`config.mk`:
```
export PLATFORM = sky130hd
export DESIGN_NAME = gyro_straight_drive_sequencer
export DESIGN_NICKNAME = d
export VERILOG_FILES = /design/src/rtl/gsd_pkg.sv /design/src/rtl/gsd_seq.sv /design/src/rtl/gsd_div.sv /design/src/rtl/gsd_pwr.sv /design/src/rtl/gyro_straight_drive_sequencer.sv
export SDC_FILE = /design/constraint.sdc
export NUM_CORES = 2
export LEC_CHECK = 0
export BUFFER_PORTS_ARGS = -buffer_cell sky130_fd_sc_hd__buf_2
export CAP_MARGIN = 10
export CORE_MARGIN = 4
export CORE_UTILIZATION = 42
export DETAILED_ROUTE_END_ITERATION = 12
export SLEW_MARGIN = 20
export SYNTH_ARGS = -nofsm -noshare
export SYNTH_HDL_FRONTEND = slang
export SYNTH_SLANG_ARGS = --single-unit
export TNS_END_PERCENT = 1
```
`constraint.sdc`:
```
create_clock -name clk -period 11.1 [get_ports clk]
set_input_delay 2.22 -clock clk [delete_from_list [all_inputs] [get_ports clk]]
set_output_delay 2.22 -clock clk [all_outputs]
set_load 0.02 [all_outputs]
```
`src/rtl/gsd_pkg.sv`:
```
// gsd_pkg: shared types, constants and helpers for the gyro straight-drive sequencer
// depends on nothing; imported by every module under rtl/

package gsd_pkg;

  // heading accumulator width and the divisor from sum to whole heading units
  localparam int HEADING_W       = 32;
  localparam int HEADING_DIVISOR = 50;

  // reciprocal for the truncating divide: q = (mag * DIV_MULT) >> DIV_K, mag < 2**(HEADING_W-1)
  localparam int DIV_LOG = $clog2(HEADING_DIVISOR);
  localparam int DIV_K   = HEADING_W - 1 + DIV_LOG;
  localparam longint unsigned DIV_MULT_L =
    ((64'd1 << DIV_K) + HEADING_DIVISOR - 1) / HEADING_DIVISOR;
  localparam logic [HEADING_W-1:0] DIV_MULT = DIV_MULT_L[HEADING_W-1:0];

  // quotient width and a working width that can hold the heading clamp
  localparam int QW = HEADING_W - DIV_LOG;
  localparam int QX = (QW > 10) ? QW : 10;

  // beyond these magnitudes the side powers saturate the same way
  localparam int H_LIM    = 511;
  localparam int CORR_LIM = 511;

  // motor power limit
  localparam int PWR_LIM = 100;

  // timers
  localparam int TIMER_W = 17;

  // reported heading sum
  localparam int SUM_W = 32;
  localparam int EXT_W = ((HEADING_W > SUM_W) ? HEADING_W : SUM_W) + 1;
  localparam logic signed [EXT_W-1:0] SUM_MAX = EXT_W'((64'sd1 <<< (SUM_W - 1)) - 64'sd1);
  localparam logic signed [EXT_W-1:0] SUM_MIN = -SUM_MAX - EXT_W'(64'sd1);

  // run phases as seen on the result
  typedef enum logic [2:0] {
    PH_IDLE   = 3'd0,
    PH_WAIT   = 3'd1,
    PH_DRIVE  = 3'd2,
    PH_SETTLE = 3'd3,
    PH_DECIDE = 3'd4,
    PH_SPIN   = 3'd5
  } phase_t;

  // which motor command a tick produces
  typedef enum logic [1:0] {
    PK_ZERO,
    PK_DRIVE,
    PK_SPIN
  } pwr_kind_t;

  // configuration register indexes
  typedef enum logic [2:0] {
    REG_GYRO_OFFSET  = 3'd0,
    REG_DRIVE_POWER  = 3'd1,
    REG_RUN_TIME     = 3'd2,
    REG_SETTLE_TIME  = 3'd3,
    REG_TICK_PERIOD  = 3'd4,
    REG_CORR_GAIN    = 3'd5
  } cfg_reg_t;

  // per-tick result info carried down the pipeline
  typedef struct packed {
    phase_t                   phase;
    logic                     done;
    pwr_kind_t                kind;
    logic signed [7:0]        spin_rp;
    logic signed [SUM_W-1:0]  heading_sum;
  } tick_info_t;

  // saturate the accumulator to the reported width
  function automatic logic signed [SUM_W-1:0] sat_sum(input logic signed [HEADING_W-1:0] v);
    logic signed [EXT_W-1:0] x;
    logic signed [EXT_W-1:0] y;
    x = EXT_W'(v);
    if (x > SUM_MAX) begin
      y = SUM_MAX;
    end else if (x < SUM_MIN) begin
      y = SUM_MIN;
    end else begin
      y = x;
    end
    return y[SUM_W-1:0];
  endfunction

endpackage

```
`src/rtl/gsd_seq.sv`:
```
// gsd_seq: run sequencer, heading integration and timers, one tick per transaction
// depends on gsd_pkg; feeds the heading divider stage

module gsd_seq import gsd_pkg::*; (
  input  logic                        clk,
  input  logic                        rst,
  input  logic                        en,
  input  logic                        in_vld,
  input  logic                        start_req,
  input  logic [9:0]                  gyro_sample,
  input  logic [9:0]                  gyro_offset,
  input  logic signed [7:0]           drive_power,
  input  logic [15:0]                 run_time_ms,
  input  logic [15:0]                 settle_time_ms,
  input  logic [7:0]                  tick_period_ms,
  output logic                        out_vld,
  output tick_info_t                  out_info,
  output logic signed [HEADING_W-1:0] out_acc
);

  localparam logic [TIMER_W-1:0] TIMER_MAX = {TIMER_W{1'b1}};
  localparam logic signed [HEADING_W:0] ACC_MAX = {2'b00, {(HEADING_W-1){1'b1}}};
  localparam logic signed [HEADING_W:0] ACC_MIN = {2'b11, {(HEADING_W-1){1'b0}}};

  // run state
  phase_t                   phase_reg;
  logic                     start_seen;
  logic signed [HEADING_W-1:0] heading_acc;
  logic [TIMER_W-1:0]       run_timer;
  logic [TIMER_W-1:0]       settle_timer;
  logic                     spin_right;

  phase_t                   phase_reg_next;
  logic                     start_seen_next;
  logic signed [HEADING_W-1:0] heading_acc_next;
  logic [TIMER_W-1:0]       run_timer_next;
  logic [TIMER_W-1:0]       settle_timer_next;
  logic                     spin_right_next;

  // tick results
  logic                     done;
  pwr_kind_t                kind;
  logic signed [7:0]        spin_rp;

  // working values
  phase_t                   ph;
  logic signed [HEADING_W-1:0] acc;
  logic [TIMER_W-1:0]       rt;
  logic [TIMER_W-1:0]       st;
  logic                     sr;
  logic signed [10:0]       delta;
  logic signed [HEADING_W:0] acc_sum;
  logic signed [8:0]        half;

  wire accept = en && in_vld;

  // saturating timer step
  function automatic logic [TIMER_W-1:0] timer_add(input logic [TIMER_W-1:0] t,
                                                    input logic [7:0] p);
    logic [TIMER_W:0] s;
    s = {1'b0, t} + (TIMER_W+1)'(p);
    return (s > {1'b0, TIMER_MAX}) ? TIMER_MAX : s[TIMER_W-1:0];
  endfunction

  // spin power: half of drive power, truncated toward zero
  assign half = ($signed(9'(drive_power)) + $signed({8'd0, drive_power[7]})) >>> 1;

  // next state of the run for this tick
  always_comb begin
    ph  = phase_reg;
    acc = heading_acc;
    rt  = run_timer;
    st  = settle_timer;
    sr  = spin_right;
    start_seen_next = start_seen;

    // a start clears the run and begins with the first wait tick
    if (start_req) begin
      ph  = PH_WAIT;
      acc = '0;
      rt  = '0;
      st  = '0;
      sr  = 1'b0;
      start_seen_next = 1'b0;
    end

    delta   = $signed({1'b0, gyro_sample}) - $signed({1'b0, gyro_offset});
    acc_sum = (HEADING_W+1)'(acc) + (HEADING_W+1)'(delta);

    phase_reg_next    = ph;
    heading_acc_next  = acc;
    run_timer_next    = rt;
    settle_timer_next = st;
    spin_right_next   = sr;
    done = 1'b0;
    kind = PK_ZERO;

    if (ph != PH_IDLE) begin
      // saturating integration
      if (acc_sum > ACC_MAX) begin
        heading_acc_next = ACC_MAX[HEADING_W-1:0];
      end else if (acc_sum < ACC_MIN) begin
        heading_acc_next = ACC_MIN[HEADING_W-1:0];
      end else begin
        heading_acc_next = acc_sum[HEADING_W-1:0];
      end

      case (ph)
        PH_WAIT: begin
          if (!start_seen_next) begin
            start_seen_next = 1'b1;
          end else begin
            phase_reg_next = PH_DRIVE;
          end
        end
        PH_DRIVE: begin
          kind = PK_DRIVE;
          if (rt > {1'b0, run_time_ms}) begin
            phase_reg_next = PH_SETTLE;
            st = '0;
          end
        end
        PH_SETTLE: begin
          if (st > {1'b0, settle_time_ms}) begin
            phase_reg_next = PH_DECIDE;
          end
        end
        PH_DECIDE: begin
          if (heading_acc_next > 0) begin
            spin_right_next = 1'b1;
          end else if (heading_acc_next < 0) begin
            spin_right_next = 1'b0;
          end
          phase_reg_next = PH_SPIN;
        end
        PH_SPIN: begin
          done = sr ? (heading_acc_next > 0) : (heading_acc_next < 0);
          if (done) begin
            phase_reg_next = PH_IDLE;
          end else begin
            kind = PK_SPIN;
          end
        end
        default: begin
          phase_reg_next = ph;
        end
      endcase

      run_timer_next    = timer_add(rt, tick_period_ms);
      settle_timer_next = timer_add(st, tick_period_ms);
    end

    spin_rp = 8'(sr ? -half : half);
  end

  // run state registers
  always_ff @(posedge clk) begin
    if (rst) begin
      phase_reg    <= PH_IDLE;
      start_seen   <= 1'b0;
      heading_acc  <= '0;
      run_timer    <= '0;
      settle_timer <= '0;
      spin_right   <= 1'b0;
    end else if (accept) begin
      phase_reg    <= phase_reg_next;
      start_seen   <= start_seen_next;
      heading_acc  <= heading_acc_next;
      run_timer    <= run_timer_next;
      settle_timer <= settle_timer_next;
      spin_right   <= spin_right_next;
    end
  end

  // stage valid
  always_ff @(posedge clk) begin
    if (rst) begin
      out_vld <= 1'b0;
    end else if (en) begin
      out_vld <= in_vld;
    end
  end

  // stage payload
  always_ff @(posedge clk) begin
    if (en) begin
      out_info.phase       <= phase_reg_next;
      out_info.done        <= done;
      out_info.kind        <= kind;
      out_info.spin_rp     <= spin_rp;
      out_info.heading_sum <= sat_sum(heading_acc_next);
      out_acc              <= heading_acc_next;
    end
  end

endmodule

```
`src/rtl/gsd_div.sv`:
```
// gsd_div: two-stage truncating divide of the heading sum by the heading divisor
// depends on gsd_pkg; output heading is clamped to a range that keeps power math narrow

module gsd_div import gsd_pkg::*; (
  input  logic                        clk,
  input  logic                        rst,
  input  logic                        en,
  input  logic                        in_vld,
  input  tick_info_t                  in_info,
  input  logic signed [HEADING_W-1:0] in_acc,
  output logic                        out_vld,
  output tick_info_t                  out_info,
  output logic signed [9:0]           out_heading
);

  localparam int PW = 2 * HEADING_W - 1;

  logic [HEADING_W-1:0] mag;
  logic [HEADING_W-2:0] mag_c;

  // multiply stage
  logic                 mul_vld;
  tick_info_t           mul_info;
  logic                 mul_neg;
  logic [PW-1:0]        mul_prod;

  // quotient and clamp
  logic [QW-1:0]        quot;
  logic [QX-1:0]        quot_x;
  logic [8:0]           h_mag;
  logic signed [9:0]    h_val;

  // magnitude; the most negative sum is taken one smaller, same quotient
  always_comb begin
    mag   = in_acc[HEADING_W-1] ? (~in_acc + 1'b1) : in_acc;
    mag_c = mag[HEADING_W-1] ? {(HEADING_W-1){1'b1}} : mag[HEADING_W-2:0];
  end

  always_ff @(posedge clk) begin
    if (rst) begin
      mul_vld <= 1'b0;
      out_vld <= 1'b0;
    end else if (en) begin
      mul_vld <= in_vld;
      out_vld <= mul_vld;
    end
  end

  // reciprocal multiply
  always_ff @(posedge clk) begin
    if (en) begin
      mul_info <= in_info;
      mul_neg  <= in_acc[HEADING_W-1];
      mul_prod <= PW'(mag_c) * PW'(DIV_MULT);
    end
  end

  // shift out the quotient, clamp and restore the sign
  always_comb begin
    quot   = mul_prod[PW-1:DIV_K];
    quot_x = QX'(quot);
    h_mag  = (quot_x > QX'(H_LIM)) ? 9'(H_LIM) : quot_x[8:0];
    h_val  = mul_neg ? -$signed({1'b0, h_mag}) : $signed({1'b0, h_mag});
  end

  always_ff @(posedge clk) begin
    if (en) begin
      out_info    <= mul_info;
      out_heading <= h_val;
    end
  end

endmodule

```
`src/rtl/gsd_pwr.sv`:
```
// gsd_pwr: heading correction, side power clamp and motor command select
// depends on gsd_pkg; takes the clamped heading from gsd_div

module gsd_pwr import gsd_pkg::*; (
  input  logic              clk,
  input  logic              rst,
  input  logic              en,
  input  logic              in_vld,
  input  tick_info_t        in_info,
  input  logic signed [9:0] in_heading,
  input  logic signed [7:0] drive_power,
  input  logic [7:0]        correction_gain,
  output logic              out_vld,
  output tick_info_t        out_info,
  output logic signed [7:0] right_power,
  output logic signed [7:0] left_power
);

  localparam logic signed [18:0] C_HI = 19'(CORR_LIM);
  localparam logic signed [18:0] C_LO = -19'(CORR_LIM);
  localparam logic signed [11:0] P_HI = 12'(PWR_LIM);
  localparam logic signed [11:0] P_LO = -12'(PWR_LIM);

  logic signed [18:0] corr;
  logic signed [9:0]  corr_c;
  logic signed [9:0]  corr_q;

  logic signed [11:0] rp;
  logic signed [11:0] lp;
  logic signed [11:0] hi;
  logic signed [11:0] lo;
  logic signed [11:0] rp_drv;
  logic signed [11:0] lp_drv;

  // correction = heading * gain, clamped
  always_comb begin
    corr = in_heading * $signed({1'b0, correction_gain});
    if (corr > C_HI) begin
      corr_c = 10'(C_HI);
    end else if (corr < C_LO) begin
      corr_c = 10'(C_LO);
    end else begin
      corr_c = corr[9:0];
    end
  end

  always_ff @(posedge clk) begin
    if (rst) begin
      out_vld <= 1'b0;
    end else if (en) begin
      out_vld <= in_vld;
    end
  end

  always_ff @(posedge clk) begin
    if (en) begin
      out_info <= in_info;
      corr_q   <= corr_c;
    end
  end

  // shift both sides by the excess, then by the deficit, then saturate
  always_comb begin
    rp = 12'(drive_power) + 12'(corr_q);
    lp = 12'(drive_power) - 12'(corr_q);
    hi = (rp > lp) ? rp : lp;
    if (hi > P_HI) begin
      rp = rp - (hi - P_HI);
      lp = lp - (hi - P_HI);
    end
    lo = (rp < lp) ? rp : lp;
    if (lo < P_LO) begin
      rp = rp + (P_LO - lo);
      lp = lp + (P_LO - lo);
    end
    rp_drv = (rp > P_HI) ? P_HI : ((rp < P_LO) ? P_LO : rp);
    lp_drv = (lp > P_HI) ? P_HI : ((lp < P_LO) ? P_LO : lp);
  end

  // command select by tick kind
  always_comb begin
    case (out_info.kind)
      PK_DRIVE: begin
        right_power = rp_drv[7:0];
        left_power  = lp_drv[7:0];
      end
      PK_SPIN: begin
        right_power = out_info.spin_rp;
        left_power  = -out_info.spin_rp;
      end
      default: begin
        right_power = '0;
        left_power  = '0;
      end
    endcase
  end

endmodule

```
`src/rtl/gyro_straight_drive_sequencer.sv`:
```
// gyro_straight_drive_sequencer: top level, configuration registers, pipeline control, output
// depends on gsd_pkg, gsd_seq, gsd_div and gsd_pwr
//
// Usage: one input transaction per control tick on the s_ side, s_tdata holding the start
// request and the raw gyro sample. Every tick gives exactly one result transaction on the
// m_ side: right and left motor power, the phase after the tick and the saturated heading
// sum in m_tdata, and m_tlast high on the tick that finishes a run (motors zero, phase idle).
// Configuration registers are to be written through cfg_we / cfg_index / cfg_wdata only
// while no tick is in flight; the block itself does not enforce this. Writes take effect
// at the next clock edge.
// Pipeline: sequencer, reciprocal multiply, quotient, correction multiply, output register.
// Throughput: one tick per cycle while no result is held by m_tready; all five stages move together.
// Stall: while a result waits with m_tready low, the whole pipeline holds and s_tready
// is low; bubbles in the pipeline do not stop the input.
// Reset: rst clears the run to idle, empties the pipeline and restores the register
// defaults (offset 600, power 50, run 1000 ms, settle 150 ms, tick 20 ms, gain 8).

module gyro_straight_drive_sequencer import gsd_pkg::*; (
  input  logic        clk,
  input  logic        rst,
  // input ticks
  input  logic        s_tvalid,
  output logic        s_tready,
  input  logic [15:0] s_tdata,    // [0] start_req, [10:1] gyro_sample, [15:11] zero
  // results
  output logic        m_tvalid,
  input  logic        m_tready,
  output logic [55:0] m_tdata,    // [7:0] right_power, [15:8] left_power, [18:16] phase,
                                  // [50:19] heading_sum, [55:51] zero
  output logic        m_tlast,    // done_res
  // configuration
  input  logic        cfg_we,
  input  logic [2:0]  cfg_index,
  input  logic [15:0] cfg_wdata
);

  // configuration registers
  logic [9:0]        gyro_offset;
  logic signed [7:0] drive_power;
  logic [15:0]       run_time_ms;
  logic [15:0]       settle_time_ms;
  logic [7:0]        tick_period_ms;
  logic [7:0]        correction_gain;

  // pipeline
  logic              adv;
  logic              seq_vld;
  tick_info_t        seq_info;
  logic signed [HEADING_W-1:0] seq_acc;
  logic              div_vld;
  tick_info_t        div_info;
  logic signed [9:0] div_heading;
  logic              pwr_vld;
  tick_info_t        pwr_info;
  logic signed [7:0] pwr_right;
  logic signed [7:0] pwr_left;

  // output register
  logic signed [7:0]       rp_q;
  logic signed [7:0]       lp_q;
  phase_t                  phase_q;
  logic                    done_q;
  logic signed [SUM_W-1:0] sum_q;

  // register writes
  always_ff @(posedge clk) begin
    if (rst) begin
      gyro_offset     <= 10'd600;
      drive_power     <= 8'sd50;
      run_time_ms     <= 16'd1000;
      settle_time_ms  <= 16'd150;
      tick_period_ms  <= 8'd20;
      correction_gain <= 8'd8;
    end else if (cfg_we) begin
      case (cfg_index)
        REG_GYRO_OFFSET: gyro_offset     <= cfg_wdata[9:0];
        REG_DRIVE_POWER: drive_power     <= cfg_wdata[7:0];
        REG_RUN_TIME:    run_time_ms     <= cfg_wdata;
        REG_SETTLE_TIME: settle_time_ms  <= cfg_wdata;
        REG_TICK_PERIOD: tick_period_ms  <= cfg_wdata[7:0];
        REG_CORR_GAIN:   correction_gain <= cfg_wdata[7:0];
        default: begin
        end
      endcase
    end
  end

  // pipeline moves whenever the output slot is free or being taken
  assign adv      = !m_tvalid || m_tready;
  assign s_tready = adv;

  gsd_seq u_seq (
    .clk            (clk),
    .rst            (rst),
    .en             (adv),
    .in_vld         (s_tvalid),
    .start_req      (s_tdata[0]),
    .gyro_sample    (s_tdata[10:1]),
    .gyro_offset    (gyro_offset),
    .drive_power    (drive_power),
    .run_time_ms    (run_time_ms),
    .settle_time_ms (settle_time_ms),
    .tick_period_ms (tick_period_ms),
    .out_vld        (seq_vld),
    .out_info       (seq_info),
    .out_acc        (seq_acc)
  );

  gsd_div u_div (
    .clk         (clk),
    .rst         (rst),
    .en          (adv),
    .in_vld      (seq_vld),
    .in_info     (seq_info),
    .in_acc      (seq_acc),
    .out_vld     (div_vld),
    .out_info    (div_info),
    .out_heading (div_heading)
  );

  gsd_pwr u_pwr (
    .clk             (clk),
    .rst             (rst),
    .en              (adv),
    .in_vld          (div_vld),
    .in_info         (div_info),
    .in_heading      (div_heading),
    .drive_power     (drive_power),
    .correction_gain (correction_gain),
    .out_vld         (pwr_vld),
    .out_info        (pwr_info),
    .right_power     (pwr_right),
    .left_power      (pwr_left)
  );

  // output valid
  always_ff @(posedge clk) begin
    if (rst) begin
      m_tvalid <= 1'b0;
    end else if (adv) begin
      m_tvalid <= pwr_vld;
    end
  end

  // output payload
  always_ff @(posedge clk) begin
    if (adv) begin
      rp_q    <= pwr_right;
      lp_q    <= pwr_left;
      phase_q <= pwr_info.phase;
      done_q  <= pwr_info.done;
      sum_q   <= pwr_info.heading_sum;
    end
  end

  assign m_tdata = {5'd0, sum_q, phase_q, lp_q, rp_q};
  assign m_tlast = done_q;

`ifndef ASSERT_OFF
  // a finishing tick stops the motors and returns to idle
  a_done_idle: assert property (@(posedge clk) disable iff (rst)
    m_tvalid && done_q |-> rp_q == 8'sd0 && lp_q == 8'sd0 && phase_q == PH_IDLE)
    else $error("done tick with motors running or phase not idle");

  // a held result stalls the input
  a_stall_input: assert property (@(posedge clk) disable iff (rst)
    m_tvalid && !m_tready |-> !s_tready)
    else $error("input taken while result stalled");

  // motor commands stay within limits
  a_power_range: assert property (@(posedge clk) disable iff (rst)
    m_tvalid |-> rp_q >= -8'sd100 && rp_q <= 8'sd100 && lp_q >= -8'sd100 && lp_q <= 8'sd100)
    else $error("motor power out of range");

  // the first wait tick drives no motor
  a_wait_still: assert property (@(posedge clk) disable iff (rst)
    m_tvalid && phase_q == PH_WAIT |-> rp_q == 8'sd0 && lp_q == 8'sd0 && !done_q)
    else $error("motors driven during start wait");
`endif

endmodule

```
Word-level counts from Yosys, hierarchy flattened
Index checks and enable logic that the tools add are counted.
- $mul: 2
- reduce and logical (&&, ||, !) cells: 13
- equality and inequality tests: 12
- magnitude comparators: 21
- $add $sub $neg: 17
- bitwise logic cells: 1
- multiplexer cells: 51
- operator list (kind ; number):
    $mux 32 ; 7
    $mux 17 ; 9
    $mux 12 ; 6
    $mul 31x31->62 const B ; 1
    $mux 8 ; 5
    $add 17x8->18 ; 2
    $gt 12x8->1 const B ; 3
    $gt 18x17->1 const B ; 2
    $lt 12x8->1 const B ; 3
    $gt 17x16->1 ; 2
    $add 32x11->33 ; 1
    $gt 33x32->1 const B ; 1
    $lt 33x32->1 const B ; 1
    $add 32x1->32 const B ; 1
    $gt 32x1->1 const B ; 1
    $gt 32x32->1 const B ; 1
    $lt 32x1->1 const B ; 1
    $lt 32x32->1 const B ; 1
    $not 32->32 ; 1
    $pmux 8 s2 ; 2
    $mux 31 ; 1
    $gt 26x9->1 const B ; 1
    $add 12x12->12 ; 2
    $sub 12x12->12 ; 2
    other kinds (32) ; 60
- input port bits: 40
- flip-flop bits (word level): 493
- output and inout port bits: 59
- word-level logic and storage cells: 166

Longest topological paths before layout
- depth after elaboration: 15
- depth in mapped cells: 67
- gate-level depth less buffers: 62

Cells and area by module
A second synthesis with hierarchy kept.
- cell total of the unflattened synthesis: 4923
- area, all modules: 47815.9 um^2
- modules (own cells, without submodules) (module ; cells each ; seq. area each (um^2) ; instances ; area each (um^2)):
    gsd_div ; 1977 ; 3913.8 ; 1 ; 21325.5
    gsd_seq ; 1320 ; 3783.6 ; 1 ; 11153.2
    gsd_pwr ; 1316 ; 1701.6 ; 1 ; 11056.9
    gyro_straight_drive_sequencer ; 310 ; 2902.8 ; 1 ; 4280.4

Worst setup path before layout
Ideal clock, no wire load.
- kind: register -> register
- start point: reg drive_power[0]
- end point: reg lp_q[2], data pin
- arrival time: 11.830 ns
- period minus slack after synthesis: 12.094 ns
- setup time: 0.264 ns
- required time: 10.836 ns
- buffers on the path: 5
- setup slack: -0.994 ns
- cell stages (with the launch flop): 58
- path through: dfxtp_1 inv_1 ha_1 inv_1 fa_1 a21o_1 a22oi_1 a211oi_1 xnor2_1 inv_1 ha_1 nand3_1 or3_1 o211ai_1 a31oi_1 o31a_1 and4b_1 buf_6 [... 22 more ...] buf_2 clkbuf_1 o21ai_0 ha_1 fa_1 a21o_1 a21oi_1 o21bai_1 a21oi_1 xnor2_1 or2_2 nor4_1 nand2_1 nor3_1 o21bai_1 a211oi_1 o31a_1 o41a_1
- word-level cells in the longest chain between the ends: 15
- elaborated cells on any way between the ends: 21
- classes of those cells: 7 x add/sub; 6 x order compare; 8 x mux
- ends and longest elaborated chain (element ; line ; text):
    from (decl) ; gyro_straight_drive_sequencer.sv:39 ; logic signed [7:0] drive_power;
    from (signal assigned) ; gyro_straight_drive_sequencer.sv:77 ; REG_DRIVE_POWER: drive_power <= cfg_wdata[7:0];
    $add 8x10->11 / $sub 8x10->11 (equally long branches) ; gsd_pwr.sv:64, gsd_pwr.sv:65 ;
    $gt 12x12->1 ; gsd_pwr.sv:66 ; hi = (rp > lp) ? rp : lp;
    $mux 12 ; gsd_pwr.sv:66 ;
    $sub 12x8->12 ; gsd_pwr.sv:68, gsd_pwr.sv:69 ;
    $sub 12x12->12 (on tied branches) ; gsd_pwr.sv:68, gsd_pwr.sv:69 ;
    $mux 12 ; gsd_pwr.sv:67 ; if (hi > P_HI) begin
    $lt 12x12->1 ; gsd_pwr.sv:71 ; lo = (rp < lp) ? rp : lp;
    $mux 12 ; gsd_pwr.sv:71 ;
    $sub 8x12->12 ; gsd_pwr.sv:74 ; lp = lp + (P_LO - lo);
    $add 12x12->12 ; gsd_pwr.sv:74 ;
    $mux 12 * ; gsd_pwr.sv:72 ; if (lo < P_LO) begin
    $lt 12x8->1 ; gsd_pwr.sv:77 ; lp_drv = (lp > P_HI) ? P_HI : ((lp < P_LO) ? P_LO : lp);
    $mux 8 ; gsd_pwr.sv:77 ;
    $mux 8 * ; gsd_pwr.sv:77 ;
    $pmux 8 s2 * ; gsd_pwr.sv:82 ; case (out_info.kind)
    via pwr_left[2] ; gyro_straight_drive_sequencer.sv:56 ; logic signed [7:0] pwr_left;
    to (signal assigned) ; gyro_straight_drive_sequencer.sv:149 ; lp_q <= pwr_left;
    to (decl) ; gyro_straight_drive_sequencer.sv:60 ; logic signed [7:0] lp_q;
Mark *: on every way through the listed nets, which the timed path passes. The rest lies on a longest branch.
A chain may end at the register's enable or synchronous reset.

Final worst setup path
- start point: reg u_seq.out_acc[2]
- end point: reg u_div.mul_prod[62], data pin
- word-level cells in the longest chain between the ends: 5
- ends and longest elaborated chain (element ; line ; text):
    from (decl) ; gsd_seq.sv:18 ; output logic signed [HEADING_W-1:0] out_acc
    from (signal assigned) ; gsd_seq.sv:192 ; out_acc <= heading_acc_next;
    $not 32->32 ; gsd_div.sv:35 ; mag = in_acc[HEADING_W-1] ? (~in_acc + 1'b1) : in_acc;
    $add 32x1->32 ; gsd_div.sv:35 ;
    $mux 32 * ; gsd_div.sv:35 ;
    $mux 31 * ; gsd_div.sv:36 ; mag_c = mag[HEADING_W-1] ? {(HEADING_W-1){1'b1}} : mag[HEADING_W-2:0];
    $mul 31x31->62 * ; gsd_div.sv:54 ; mul_prod <= PW'(mag_c) * PW'(DIV_MULT);
    to (signal assigned) ; gsd_div.sv:54 ;
    to (decl) ; gsd_div.sv:25 ; logic [PW-1:0] mul_prod;
Every way passes the cells marked *; elsewhere a longest branch is shown, timed or not.

==> impl_metrics.yaml <==
timing:
  clock_skew_ps: 58.2
  hold_violations: 0
  relSlewSlack: 0.300
  period_needed_ps: 11240
  setup_slack_ps: -139
  setup_violations: 9
  worstMarginPinSlew_ps: 1050
  rsz0062_at_grt: "true"
  maxSlewViolCount: 0
  min_period_over_period: 1.01
  timing.fmax_mhz: 89.0
worst_setup_path:
  critical_path_class: "flip-flop to flip-flop"
  crit_required_ps: 11460
  cpMaxStageDelayCell: "fa_1"
  start_kind: "flip-flop"
  cp_max_fo: 7
  critPathMaxStageDelay_ps: 590
  reg2reg_from: "u_seq.out_acc[2]"
  cpMostUsedCell: "fa_1"
  arrival_ps: 11600
  r2r_slack_ps: -140
  reg2reg_depth: 46
  cp-end-kind: "flip-flop"
  r2r-end: "u_div.mul_prod[62]"
drt:
  wl_um: 114000
  drtAntennaViolNets: 0
  dr.pass1.iters: 5
  vias: 33600
  vias_per_cell: 5.11
  drt_iter0_markers: 1879
  drc: 0
  wl_per_cell_um: 17.4
job:
  cap_violations: 0
outcome:
  violations: "setup timing"
  status: "finished, violations left"
logic_synthesis:
  synth_common_cells: "inv_1 (760), ha_1 (596), fa_1 (451)"
  yosysMostFrequentCell: "inv_1"
  yosysTopAreaCellShare: 0.208
  synth_edf_count: 315
  synth_seq_area_share: 0.271
  syn_inst: 4604
  synth_flop_cell: "edfxtp_1"
  async_flop_share: 0
  avgSynthCellArea_um2: 9.87
  yosys.area.top_type: "edfxtp_1"
  ys_types: 106
  syn-cell-area_um2: 45400
  ys_top_cells_by_area: "edfxtp_1 (21%), fa_1 (20%), ha_1 (16%)"
  synth-seq-cells: 457
  yosys_warnings: 0
worst_hold_path:
  hold_end: "sum_q[27]"
  holdCritStartpoint: "u_pwr.out_info[27]"
  hp-class: "flip-flop to flip-flop"
  hold_path_depth: 0
cells_and_area:
  multiInputGateArea_um2: 30700
  drive_gt1_frac: 0.172
  nets: 6207
  syn_to_final_growth_pct: 18.6
  regArea_um2: 12300
  fill_cells: 9852
  postLayoutCellArea_um2: 53900
clock_network:
  cts_tree: "done"
  cts_root_buf: "clkbuf_16"
  clk_path_buf_depth: 3
  clk_latency_ps: 650
  cts_max_level: 2
  clk_pin_slew_ps: 60
  cts_made_buffers: 52
  hold_buffers: 0
  cts_sinks: 457
grt:
  antenna_found_initial: 5
  grt_pass1_vias: 34000
  grt_start_max_net_pins: 157
  grt_pass1_wl_um: 183000
  grt_usage: 0.205
  grt_remaining_overflow: 0
floorplanning:
  dieArea_um2: 113000
  die_w_um: 337
  ios: 99
  initial_core_util: 0.424
  core-area_um2: 107000
  fp.dieH_um: 337
  core.rowCount: 120
placement:
  dpl_cell_area_um2: 50900
  globalplace.congestion: 0.919
  portBuffers: 88
  dpl.hpwl_um: 93100
## cell families (layout without fill, tap and decap cells)
logic type	Yosys count	in the layout	share of synthesized area
AOI/OAI and AO/OA	797	797	0.112
xor gates and xnor gates	213	213	0.0415
other	1	6	0.0000826
muxes	40	40	0.00975
DFF	457	457	0.271
adders and majority gates	1075	1075	0.369
buffers and inverters	892	1448	0.0752
and+or+nand+nor	1129	1129	0.121
## metal layers
layer | part of all wire | GRT usage
met1 | 0.46 | 0.280
met2 | 0.47 | 0.341
met3 | 0.045 | 0.0306
met4 | 0.025 | 0.0537
met5 | 0.00015 | 0
## layout make-up
| cell class | count | share of cell area |
|---|---|---|
| Antenna cell | 1 | 0.0000465 |
| Clock buffer | 67 | 0.0260 |
| Clock inverter | 31 | 0.00920 |
| Inverter | 765 | 0.0536 |
| Multi-Input combinational cell | 3259 | 0.569 |
| Sequential cell | 457 | 0.228 |
| Tap cell | 1403 | 0.0326 |
| Timing Repair Buffer | 585 | 0.0807 |
## per-stage QoR
step                utilization  worst slack (ps)  std cells  hold slack, ps  setup TNS, ps
finish                    0.503              -139       6568             405           -522
global placement          0.474              -465       6419             401          -2490
global route              0.503              -776       6568             405         -12590
detailed placement        0.474              -524       6419             405          -5610
CTS                       0.499             -85.5       6553             395           -104
floorplan                     -              -134       4608             400           -861
## how the worst max path moves through the flow
stage                     slack (ps)                 end  cells after the start        startpoint
after global placement          -460  u_div.mul_prod[62]                     46  u_seq.out_acc[2]
after CTS                        -90  u_div.mul_prod[62]                     48  u_seq.out_acc[4]
final                           -140  u_div.mul_prod[62]                     46  u_seq.out_acc[2]
after detailed placement        -520  u_div.mul_prod[62]                     46  u_seq.out_acc[2]
after global routing            -780             rp_q[4]                     62    drive_power[0]
after floorplan                 -130  u_div.mul_prod[62]                     47  u_seq.out_acc[2]
## cells in the final DEF, fill, tap and decap left out, drive strengths merged, types with 100 or more instances in the layout
cell,netlist,layout
inv,763,764
ha,596,596
fa,451,451
a21oi,308,308
nand2,386,386
nor2b,100,100
o21ai,141,141
buf,29,584
dfxtp,142,142
edfxtp,315,315
xnor2,140,140
nor2,246,246
## worst max-delay path: cells and delay by family, from the launching register on
| family | cells | cell delay (ps) |
|---|---|---|
| fa+ha+maj | 8 | 3810 |
| simple gates | 13 | 2800 |
| compound gates | 14 | 2390 |
| buf+inv | 10 | 1460 |
| flops | 1 | 400 |
| xor+xnor | 1 | 80 |
## repair_timing
action,4_1_cts,5_1_grt
setup buffers,34,14
setup endpoints to repair,22,23
resized for setup,103,49
pin swaps,94,49
gates cloned,2,0
Power is left out: the tool's default activity adds up to more than one toggle a clock period on the data nets, which glitch-free logic cannot reach.
